File: src/mctb_pkg.sv
// ----------------------------------------------------------------------------
// mctb_pkg
// Shared types and constants for the millisecond timer bank.
// ----------------------------------------------------------------------------
package mctb_pkg;

  localparam int TIMERS     = 8;
  localparam int IDX_W      = (TIMERS > 1) ? $clog2(TIMERS) : 1;
  localparam int MAX_EVENTS = 8;
  localparam int CNT_W      = (MAX_EVENTS > 1) ? $clog2(MAX_EVENTS) : 1;
  localparam int TIME_W     = 32;

  localparam logic [1:0] CMD_TICK   = 2'd0;
  localparam logic [1:0] CMD_START  = 2'd1;
  localparam logic [1:0] CMD_STOP   = 2'd2;
  localparam logic [1:0] CMD_STATUS = 2'd3;

  localparam logic KIND_EXPIRY = 1'b0;
  localparam logic KIND_STATUS = 1'b1;

  typedef struct packed {
    logic accept;
    logic scan_step;
    logic emit;
    logic status_load;
    logic finish;
  } ctl_cmd_t;

  typedef struct packed {
    logic scan_last;
    logic found;
    logic last_event;
    logic out_free;
  } dp_sts_t;

endpackage

File: src/multi_channel_ms_timer_bank.sv
// ----------------------------------------------------------------------------
// multi_channel_ms_timer_bank
// Bank of millisecond timers with start, stop, status and tick requests;
// a tick reports expired channels in deadline order.
//
//   channel | direction | handshake            | payload
//   in      | input     | in_valid / in_ready  | cmd, channel, now_ms, period,
//           |           |                      | auto_reload
//   out     | output    | out_valid / out_ready| timer_id, kind, is_running,
//           |           |                      | has_timed_out, was_reloaded, last
//
// start and stop complete on acceptance; a status query waits out any stall.
// a tick runs one scan pass per expiry event, or one pass when none expires;
// a pass compares the TIMERS channels in turn and ends in a select state, each
// expiry adds an emit state, and a finish state closes the tick.
// reset clears all channels and the previous clock value; no clearing pass.
// an expiry waits in place while the output register is still occupied.
// ----------------------------------------------------------------------------
module multi_channel_ms_timer_bank import mctb_pkg::*; (
  input  logic              clk_i,
  input  logic              rst_ni,
  input  logic              in_valid_i,
  output logic              in_ready_o,
  input  logic [1:0]        cmd_i,
  input  logic [2:0]        channel_i,
  input  logic [TIME_W-1:0] now_ms_i,
  input  logic [TIME_W-1:0] period_i,
  input  logic              auto_reload_i,
  output logic              out_valid_o,
  input  logic              out_ready_i,
  output logic [2:0]        timer_id_o,
  output logic              kind_o,
  output logic              is_running_o,
  output logic              has_timed_out_o,
  output logic              was_reloaded_o,
  output logic              last_o
);

  ctl_cmd_t ctl;
  dp_sts_t  sts;

  mctb_ctrl u_ctrl (
    .clk_i      (clk_i),
    .rst_ni     (rst_ni),
    .in_valid_i (in_valid_i),
    .in_ready_o (in_ready_o),
    .cmd_i      (cmd_i),
    .sts_i      (sts),
    .ctl_o      (ctl)
  );

  mctb_dp u_dp (
    .clk_i           (clk_i),
    .rst_ni          (rst_ni),
    .ctl_i           (ctl),
    .sts_o           (sts),
    .cmd_i           (cmd_i),
    .channel_i       (channel_i),
    .now_ms_i        (now_ms_i),
    .period_i        (period_i),
    .auto_reload_i   (auto_reload_i),
    .out_valid_o     (out_valid_o),
    .out_ready_i     (out_ready_i),
    .timer_id_o      (timer_id_o),
    .kind_o          (kind_o),
    .is_running_o    (is_running_o),
    .has_timed_out_o (has_timed_out_o),
    .was_reloaded_o  (was_reloaded_o),
    .last_o          (last_o)
  );

endmodule

File: src/mctb_ctrl.sv
// ----------------------------------------------------------------------------
// mctb_ctrl
// Sequencer for the timer bank: request intake, deadline scan passes,
// expiry emission and status answers.
// ----------------------------------------------------------------------------
module mctb_ctrl import mctb_pkg::*; (
  input  logic       clk_i,
  input  logic       rst_ni,
  input  logic       in_valid_i,
  output logic       in_ready_o,
  input  logic [1:0] cmd_i,
  input  dp_sts_t    sts_i,
  output ctl_cmd_t   ctl_o
);

  typedef enum logic [5:0] {
    ST_IDLE = 6'b000001,
    ST_SCAN = 6'b000010,
    ST_SEL  = 6'b000100,
    ST_EMIT = 6'b001000,
    ST_STAT = 6'b010000,
    ST_FIN  = 6'b100000
  } state_e;

  state_e state_q, state_d;

  always_comb begin
    state_d    = state_q;
    in_ready_o = 1'b0;
    ctl_o      = '0;
    case (state_q)
      ST_IDLE: begin
        in_ready_o   = 1'b1;
        ctl_o.accept = in_valid_i;
        if (in_valid_i) begin
          case (cmd_i)
            CMD_TICK:   state_d = ST_SCAN;
            CMD_STATUS: state_d = ST_STAT;
            default:    state_d = ST_IDLE;
          endcase
        end
      end
      ST_SCAN: begin
        ctl_o.scan_step = 1'b1;
        if (sts_i.scan_last) begin
          state_d = ST_SEL;
        end
      end
      ST_SEL: begin
        state_d = sts_i.found ? ST_EMIT : ST_FIN;
      end
      ST_EMIT: begin
        if (sts_i.out_free) begin
          ctl_o.emit = 1'b1;
          state_d    = sts_i.last_event ? ST_FIN : ST_SCAN;
        end
      end
      ST_STAT: begin
        if (sts_i.out_free) begin
          ctl_o.status_load = 1'b1;
          state_d           = ST_IDLE;
        end
      end
      ST_FIN: begin
        ctl_o.finish = 1'b1;
        state_d      = ST_IDLE;
      end
      default: state_d = ST_IDLE;
    endcase
  end

  always_ff @(posedge clk_i or negedge rst_ni) begin
    if (!rst_ni) begin
      state_q <= ST_IDLE;
    end else begin
      state_q <= state_d;
    end
  end

endmodule

File: src/mctb_dp.sv
// ----------------------------------------------------------------------------
// mctb_dp
// Timer state, deadline scan unit and result register of the timer bank.
// ----------------------------------------------------------------------------
module mctb_dp import mctb_pkg::*; (
  input  logic              clk_i,
  input  logic              rst_ni,
  input  ctl_cmd_t          ctl_i,
  output dp_sts_t           sts_o,
  input  logic [1:0]        cmd_i,
  input  logic [2:0]        channel_i,
  input  logic [TIME_W-1:0] now_ms_i,
  input  logic [TIME_W-1:0] period_i,
  input  logic              auto_reload_i,
  output logic              out_valid_o,
  input  logic              out_ready_i,
  output logic [2:0]        timer_id_o,
  output logic              kind_o,
  output logic              is_running_o,
  output logic              has_timed_out_o,
  output logic              was_reloaded_o,
  output logic              last_o
);

  logic [TIME_W-1:0] deadline_q [TIMERS];
  logic [TIME_W-1:0] period_q   [TIMERS];
  logic [TIMERS-1:0] wait_wrap_q, active_q, expired_q, mode_q, fire_q;
  logic [TIME_W-1:0] prev_time_q, now_q, best_dl_q;
  logic              wrapped_q, first_q, found_q;
  logic [IDX_W-1:0]  idx_q, best_q;
  logic [CNT_W-1:0]  cnt_q;
  logic [2:0]        chan_q;
  logic              out_valid_q;

  logic [IDX_W-1:0]  ch_idx;
  logic              ch_ok;
  logic [TIME_W-1:0] dl_cur;
  logic              cand_fire, take;
  logic [TIMERS-1:0] best_oh, fire_rest;
  logic [TIME_W:0]   start_sum, arm_sum;
  logic              st_ok, st_run, st_tout;

  assign ch_idx    = channel_i[IDX_W-1:0];
  assign ch_ok     = (int'(channel_i) < TIMERS);
  assign dl_cur    = deadline_q[idx_q];
  assign cand_fire = first_q ? (active_q[idx_q] & ~wait_wrap_q[idx_q] &
                                (wrapped_q | (dl_cur <= now_q)))
                             : fire_q[idx_q];
  assign take      = cand_fire & (~found_q | (dl_cur < best_dl_q));
  assign best_oh   = {{(TIMERS-1){1'b0}}, 1'b1} << best_q;
  assign fire_rest = fire_q & ~best_oh;
  assign start_sum = {1'b0, now_ms_i} + {1'b0, period_i};
  assign arm_sum   = {1'b0, now_q} + {1'b0, period_q[best_q]};

  assign st_ok   = (int'(chan_q) < TIMERS);
  assign st_run  = st_ok & active_q[chan_q[IDX_W-1:0]];
  assign st_tout = st_ok & expired_q[chan_q[IDX_W-1:0]];

  assign sts_o.scan_last  = (idx_q == IDX_W'(TIMERS - 1));
  assign sts_o.found      = found_q;
  assign sts_o.last_event = (fire_rest == '0) || (cnt_q == CNT_W'(MAX_EVENTS - 1));
  assign sts_o.out_free   = ~out_valid_q | out_ready_i;
  assign out_valid_o      = out_valid_q;

  // deadline and period storage
  always_ff @(posedge clk_i) begin
    if (ctl_i.accept && cmd_i == CMD_START && ch_ok) begin
      deadline_q[ch_idx] <= start_sum[TIME_W-1:0];
      period_q[ch_idx]   <= period_i;
    end else if (ctl_i.emit && mode_q[best_q]) begin
      deadline_q[best_q] <= arm_sum[TIME_W-1:0];
    end
  end

  // scan payload
  always_ff @(posedge clk_i) begin
    if (ctl_i.accept) begin
      chan_q <= channel_i;
      if (cmd_i == CMD_TICK) begin
        now_q <= now_ms_i;
      end
    end
    if (ctl_i.scan_step && take) begin
      best_q    <= idx_q;
      best_dl_q <= dl_cur;
    end
  end

  // result register payload
  always_ff @(posedge clk_i) begin
    if (ctl_i.emit) begin
      timer_id_o      <= 3'(best_q);
      kind_o          <= KIND_EXPIRY;
      is_running_o    <= mode_q[best_q];
      has_timed_out_o <= ~mode_q[best_q];
      was_reloaded_o  <= mode_q[best_q];
      last_o          <= sts_o.last_event;
    end else if (ctl_i.status_load) begin
      timer_id_o      <= chan_q;
      kind_o          <= KIND_STATUS;
      is_running_o    <= st_run;
      has_timed_out_o <= st_tout;
      was_reloaded_o  <= 1'b0;
      last_o          <= 1'b1;
    end
  end

  // timer flags and scan control
  always_ff @(posedge clk_i or negedge rst_ni) begin
    if (!rst_ni) begin
      wait_wrap_q <= '0;
      active_q    <= '0;
      expired_q   <= '0;
      mode_q      <= '0;
      fire_q      <= '0;
      prev_time_q <= '0;
      wrapped_q   <= 1'b0;
      first_q     <= 1'b0;
      found_q     <= 1'b0;
      idx_q       <= '0;
      cnt_q       <= '0;
      out_valid_q <= 1'b0;
    end else begin
      if (ctl_i.accept) begin
        case (cmd_i)
          CMD_START: begin
            if (ch_ok) begin
              mode_q[ch_idx]      <= auto_reload_i;
              wait_wrap_q[ch_idx] <= start_sum[TIME_W];
              active_q[ch_idx]    <= 1'b1;
              expired_q[ch_idx]   <= 1'b0;
            end
          end
          CMD_STOP: begin
            if (ch_ok) begin
              wait_wrap_q[ch_idx] <= 1'b0;
              active_q[ch_idx]    <= 1'b0;
              expired_q[ch_idx]   <= 1'b0;
            end
          end
          CMD_TICK: begin
            wrapped_q   <= (prev_time_q > now_ms_i);
            prev_time_q <= now_ms_i;
            idx_q       <= '0;
            first_q     <= 1'b1;
            found_q     <= 1'b0;
            cnt_q       <= '0;
          end
          default: ;
        endcase
      end

      if (ctl_i.scan_step) begin
        idx_q <= idx_q + 1'b1;
        if (first_q) begin
          fire_q[idx_q] <= cand_fire;
        end
        if (take) begin
          found_q <= 1'b1;
        end
      end

      if (ctl_i.emit) begin
        fire_q  <= fire_rest;
        idx_q   <= '0;
        first_q <= 1'b0;
        found_q <= 1'b0;
        cnt_q   <= cnt_q + 1'b1;
        if (mode_q[best_q]) begin
          wait_wrap_q[best_q] <= arm_sum[TIME_W];
          active_q[best_q]    <= 1'b1;
          expired_q[best_q]   <= 1'b0;
        end else begin
          active_q[best_q]  <= 1'b0;
          expired_q[best_q] <= 1'b1;
        end
      end

      if (ctl_i.finish && wrapped_q) begin
        wait_wrap_q <= '0;
      end

      if (ctl_i.emit || ctl_i.status_load) begin
        out_valid_q <= 1'b1;
      end else if (out_ready_i) begin
        out_valid_q <= 1'b0;
      end
    end
  end

endmodule
File: config.mk
export PLATFORM = sky130hd
export DESIGN_NAME = multi_channel_ms_timer_bank
export DESIGN_NICKNAME = d
export VERILOG_FILES = /design/src/mctb_pkg.sv /design/src/multi_channel_ms_timer_bank.sv /design/src/mctb_ctrl.sv /design/src/mctb_dp.sv
export SDC_FILE = /design/constraint.sdc
export NUM_CORES = 1
export LEC_CHECK = 0
export BUFFER_PORTS_ARGS = -buffer_cell sky130_fd_sc_hd__buf_2
export CAP_MARGIN = 20
export CORE_ASPECT_RATIO = 0.9
export CORE_MARGIN = 2
export CORE_UTILIZATION = 35
export CTS_CLUSTER_SIZE = 14
export DETAILED_ROUTE_END_ITERATION = 10
export GPL_ROUTABILITY_DRIVEN = 1
export PLACE_DENSITY = 0.62
export SLEW_MARGIN = 40
export SYNTH_ARGS = -nofsm -noshare
export SYNTH_HDL_FRONTEND = slang
export SYNTH_SLANG_ARGS = --single-unit
File: constraint.sdc
create_clock -name clk_i -period 7.15 [get_ports clk_i]
set_input_delay 0.715 -clock clk_i [delete_from_list [all_inputs] [get_ports clk_i]]
set_output_delay 0.715 -clock clk_i [all_outputs]
set_load 0.1 [all_outputs]
### Yosys cells after proc, flatten, opt, wreduce, memory -nomap -nowiden

Memory sizes are Yosys's and may differ from the RTL's. A register that Yosys moved wholly into a read port is not among the register bits.
Index checks and enable logic that the tools add are counted.

| word-level totals | value |
|---|---|
| register bits | 166 |
| logic and storage cells | 192 |
| RAM bits | 512 |
| output and inout port bits | 10 |
| memories kept | 2 |
| input port bits | 74 |

Memory list:

| name | words | width | read ports | clocked after memory_dff | wr ports | line | source |
|---|---|---|---|---|---|---|---|
| u_dp.deadline_q | 8 | 32 | 1 | 0 | 1 | mctb_dp.sv:25 | `logic [TIME_W-1:0] deadline_q [TIMERS];` |
| u_dp.period_q | 8 | 32 | 1 | 1 | 1 | mctb_dp.sv:26 | `logic [TIME_W-1:0] period_q [TIMERS];` |

| cells by class | value |
|---|---|
| equal/unequal tests | 15 |
| shift operators | 1 |
| bitwise gates (word level) | 22 |
| add/subtract/negate cells | 4 |
| $lt $le $gt $ge | 10 |
| reductions and logical operators | 27 |
| muxes and demuxes | 88 |

Operators by type and width:

| operator | count |
|---|---|
| 8-bit 2-to-1 mux | 14 |
| 32-bit by 32-bit adder with 33-bit output | 2 |
| 8-bit AND | 6 |
| 1-bit 2-to-1 mux | 41 |
| 6-bit 2-to-1 mux | 6 |
| 8-bit bitwise mux | 4 |
| 32-bit > comparator | 1 |
| 32-bit less-or-equal comparator | 1 |
| 32-bit less-than comparator | 1 |
| 32-bit 2-to-1 mux | 1 |
| 8-bit one-hot mux with 2 select lines | 2 |
| 32-bit OR reduction | 1 |
| 6-bit one-hot mux with 5 select lines | 1 |
| 3-bit 2-to-1 mux | 9 |
| 8-bit inverter | 3 |
| 8-bit OR | 3 |
| 1-bit binary-select mux with 3-bit select | 6 |
| 3-bit by 4-bit less-than comparator with 1-bit output, second input constant | 4 |
| 2-bit nonzero test | 6 |
| 5-bit one-hot mux with 2 select lines | 1 |
| 2-bit AND reduction | 5 |
| 1-bit demux with 3-bit select | 3 |
| 3-bit by 1-bit greater-or-equal comparator with 1-bit output, second input constant | 3 |
| 8-bit zero test | 1 |
| 21 further kinds | 42 |

### Logic depth before layout (Yosys ltp)

| depth | value |
|---|---|
| depth after elaboration | 12 |
| depth in mapped cells | 19 |
| gate-level depth less buffers | 15 |

### Modules after synthesis

Synthesis repeated with hierarchy kept, for this count alone.

| unflattened totals | value |
|---|---|
| cells, all modules | 2318 |
| area total of the unflattened synthesis | 32098.3 µm² |

Modules (own cells, without submodules):

| module | sequential area each (µm²) | area each (µm²) | cells each | instances |
|---|---|---|---|---|
| mctb_dp | 19819.0 | 31637.8 | 2268 | 1 |
| mctb_ctrl | 151.4 | 460.4 | 50 | 1 |

### Least setup slack after synthesis

No wires, ideal clock.

| timing path | value |
|---|---|
| kind | register to register |
| from | reg with a tool-made name |
| to | mem u_dp.deadline_q[0][26], data pin |
| data required time | 6885 ps |
| buffers on the path | 2 |
| data arrival time | 4869 ps |
| path slack | 2016 ps |
| setup time | 265 ps |
| period minus slack after synthesis | 5134 ps |
| stages on the path, launching flop included | 17 |
| cell sequence | dfxtp_1 > clkbuf_1 > buf_1 > mux4_2 > mux2_2 > ha_1 > fa_1 > a211oi_1 > o21bai_1 > o21ba_2 > a2111o_1 > a21oi_1 > o211ai_1 > a31o_2 > a21oi_1 > xor2_1 > o21ai_0 |

RTL lines:

| element | line |
|---|---|
| to (decl) | mctb_dp.sv:25 |

### Worst setup path after layout

| timing path | value |
|---|---|
| from | reg u_dp.idx_q[1] |
| to | reg u_dp.best_dl_q[25] (enable) |

| between the ends | value |
|---|---|
| elaborated cells between the ends (all ways) | 17 |
| classes of those cells | order compare (2); mux (7); bitwise (6); reduce/logical (1); memory (1) |

RTL lines:

| element | line | source |
|---|---|---|
| from (decl) | mctb_dp.sv:30 | `logic [IDX_W-1:0] idx_q, best_q;` |
| from (signal assigned) | mctb_dp.sv:154 | `idx_q <= idx_q + 1'b1;` |
| memory read 8 x 32 bit * | n/a |  |
| named net u_dp.dl_cur[1] | mctb_dp.sv:37 | `logic [TIME_W-1:0] dl_cur;` |
| 32-bit less-or-equal comparator | mctb_dp.sv:47 | `(wrapped_q \| (dl_cur <= now_q)))` |
| 1-bit OR | mctb_dp.sv:47 |  |
| 1-bit AND | mctb_dp.sv:46 | `assign cand_fire = first_q ? (active_q[idx_q] & ~wait_wrap_q[idx_q] &` |
| 1-bit 2-to-1 mux | mctb_dp.sv:46 |  |
| 1-bit AND * | mctb_dp.sv:49 | `assign take = cand_fire & (~found_q \| (dl_cur < best_dl_q));` |
| 1-bit logical AND * | mctb_dp.sv:83 | `if (ctl_i.scan_step && take) begin` |
| to (signal assigned) | mctb_dp.sv:85 | `best_dl_q <= dl_cur;` |
| to (decl) | mctb_dp.sv:28 | `logic [TIME_W-1:0] prev_time_q, now_q, best_dl_q;` |

The timed path passes the listed nets; every way through them passes the cells marked *. The select of a mux whose other input is x is not followed.
A chain may end at the register's enable or synchronous reset.

==> key figures <==
Placement
  • IO Port Bufs: 83
  • RePlAce Congestion: 0.934
  • Hpwl dp: 56,400 um

Synthesis
  • Synth Flop Type: edfxtp_1
  • Post-synth ARST share: 12.9%
  • Register area share after synthesis: 63.7%
  • Syn Nets: 2,464
  • Synth top area share: 56.4%
  • Synth Cell Area: 31,300 um2
  • Yosys top cell by area: edfxtp_1
  • Top cells by area, synth: edfxtp_1 (56%), dfrtp_1 (6.9%), ha_1 (6.7%)
  • Yosys warns: 0
  • Number of enable flip-flop cells after synthesis: 589
  • Synthesis-stage register bit count: 681
  • Cells after Synth: 2,220
  • Library cells used by synthesis: 77
  • Syn Area/Cell: 14.1 um2

Clock tree
  • Cts repair resizes: 0
  • Total clock sinks: 681
  • CTS tree: yes
  • H-tree depth: 3
  • CTS root buf: clkbuf_16
  • Max clock buf depth: 3
  • Clk_lat worst skew: 0.63 ns
  • Cts hold-fix bufs: 0
  • # Post-CTS Setup Buffers: 0
  • Clock-pin slew of the registers on the worst-case setup and hold paths: 0.07 ns
  • Num CTS Buffers: 72

Layout
  • Most frequent cells in the layout: edfxtp_1 (589), ha_1 (168), o21ai_0 (130), a22oi_1 (129), nand2_1 (123)
  • Seq. cell area: 20,000 um2
  • Layout area overhead: 14.7%
  • Diodes inserted: 0
  • Nets: 2,588
  • Layout cells sized above 1: 17.1%
  • Fillers: 8,081
  • Commonest non-fill, non-tap cell in the layout: edfxtp_1
  • Multi-input combinational cell area: 10,700 um2

Routing
  • Total routed wirelength: 85,200 um
  • Remaining antenna violation count: 0
  • DR vias: 19,900
  • Drt first pass iters: 5
  • DR DRC count: 0
  • Via/cell ratio: 5.58
  • Wire per inst: 23.9 um
  • Drt initial violations: 1,809

Timing
  • Max Transition Viols Final: 0
  • Finish-stage setup viols: 0
  • Slew HR: 43.4%
  • Period utilization: 80.2%
  • Fin. Hold Viols: 0
  • Max frequency: 0.174 GHz
  • Post-layout min period: 5.73 ns
  • Skew final: 0.0350 ns
  • Worst hold slack: 0.0838 ns
  • Worst Tran Pin Value: 0.838 ns
  • RSZ-0062 raised after global routing: false
  • Sum of negative setup slack: 0 ns

Worst setup path
  • WS Path Type: register to register
  • Worst path slowest cell: dfrtp_1
  • Worst path cell trace: nor2b_1, and2_1, buf_4, a22oi_1, nand4_1, ha_1, nor2b_1, o21a_1, o21a_1, o21a_1, o21ai_0, a221oi_1, o311ai_0, a31oi_1, buf_4, or3_1, inv_1, buf_4
  • WP data required: 7.42 ns
  • Crit-path max FO: 32
  • Crit. End Element: register
  • Crit path launch type: register
  • Peak per-stage delay on the critical path: 0.73 ns
  • Critical path data arrival time: 6.00 ns

Floorplan
  • Row Count: 104
  • Placeable Area: 89,100 um2
  • Die footprint: 92,000 um2
  • Chip Width: 319 um
  • Initial Utilization: 35.2%
  • Chip Height: 288 um
  • # IOs: 84

Pwr
  • VDD IR-drop max: 0.265 mV
  • Final Power: 11.6 mW
  • Cell Pwr Density: 324 nW/um2
  • Leak Pwr: 13.1 nW

Worst hold path
  • Worst hold path class: input port to asynchronous set/reset pin

Global routing
  • Global route overflow: 0
  • Initial antenna violation count: 0
  • Number of global-route vias before repair: 20,100
  • GRT Total Usage: 18.4%
  • Largest net degree at the start of global routing: 56
  • First-pass GRT wire length: 127,000 um

Outcome
  • Run status: finished clean

Flow run
  • Maxcap violations: 0
path summary, 6_finish.rpt:
| check | slack, ns | depth (start not counted) | endpoint | from |
|---|---|---|---|---|
| worst max-delay path | 1.42 | 18 | u_dp.best_dl_q[25] | u_dp.idx_q[1] |
| worst min-delay path | 0.08 | 1 | u_dp.prev_time_q[8] | rst_ni |
| worst max register to register | 1.42 | 18 | u_dp.best_dl_q[25] | u_dp.idx_q[1] |
| worst min register to register | 0.48 | 2 | u_dp.kind_o | u_dp.kind_o |
| max in group asynchronous | 5.86 | 2 | u_dp.idx_q[0] | rst_ni |
| min in group clk_i | 0.34 | 1 | u_dp.now_q[13] | now_ms_i[13] |
metal layers:
metal	wire length, um	global-route usage (%)	up-vias
li1	-	-	8903
met5	0	0	-
met4	3040	7.37	0
met2	41100	31.1	693
met1	36300	24.2	10200
met3	4730	2.24	137
cells in the mapped netlist, types with 11 or more instances:
cell / count
and3_1: 11
inv_1: 120
xnor2_1: 22
mux2i_1: 14
clkbuf_1: 75
o211ai_1: 21
nor3_1: 14
a31oi_1: 14
dfrtp_1: 87
nand2b_1: 12
nor2b_1: 26
nand4_1: 55
nor2_1: 90
buf_1: 11
edfxtp_1: 589
ha_1: 168
o21ai_0: 132
xor2_1: 27
nand3_1: 35
nand2_1: 124
a21o_1: 52
o21a_1: 21
mux4_2: 70
a21oi_1: 115
a22oi_1: 129
mux2_2: 45
registers in the layout, summed over array words and instances, names as in the netlist, 6 cells and up, named ones only:
signal / cells
u_dp.wait_wrap_q: 8
u_dp.mode_q: 8
u_dp.now_q: 32
u_dp.best_dl_q: 32
u_dp.prev_time_q: 32
u_ctrl.state_q: 6
u_dp.active_q: 8
u_dp.fire_q: 8
u_dp.expired_q: 8
u_dp.period_q: 256
u_dp.deadline_q: 256
critical path, delay by kind of cell, from the launching register on:
kind                       cells  cell delay, ns
adders and majority gates      1            0.27
DFF                            1            0.73
AOI/OAI and AO/OA              8            1.40
buffers and inverters          4            1.22
and+or+nand+nor                5            1.71
power breakdown:
group          total [mW]  switching [mW]  internal [mW]
Combinational        2.90            1.82           1.08
Clock                3.84            1.55           2.29
Sequential           4.91           0.211           4.70
per-stage QoR:
stage               utilization [%]  cell area (um2)  std cells  worst slack, ns
floorplan                         -            31300       2220             2.02
global placement               37.5            33400       3432             1.58
detailed placement             37.6            33500       3436             1.44
CTS                            40.3            35900       3569             1.39
global route                   40.3            35900       3569             1.08
finish                         40.3            35900       3569             1.42
cell families (layout without fill, tap and decap cells):
group	count (synthesis)	after routing	synth area share, %
buf+inv	210	393	2.56
simple gates	412	412	6.44
compound gates	565	565	11.8
xor+xnor	49	49	1.37
mux	133	133	7.29
fa+ha+maj	170	170	6.83
flops	681	681	63.7
area by class of cell:
cell class | count | share of cell area (%)
Sequential cell | 681 | 55.6
Multi-Input combinational cell | 1329 | 29.9
Clock buffer | 94 | 5.62
Tap cell | 1166 | 4.06
Timing Repair Buffer | 140 | 2.46
Inverter | 120 | 1.25
Clock inverter | 39 | 1.15
Note: power is estimated with default switching activity, not from simulation.
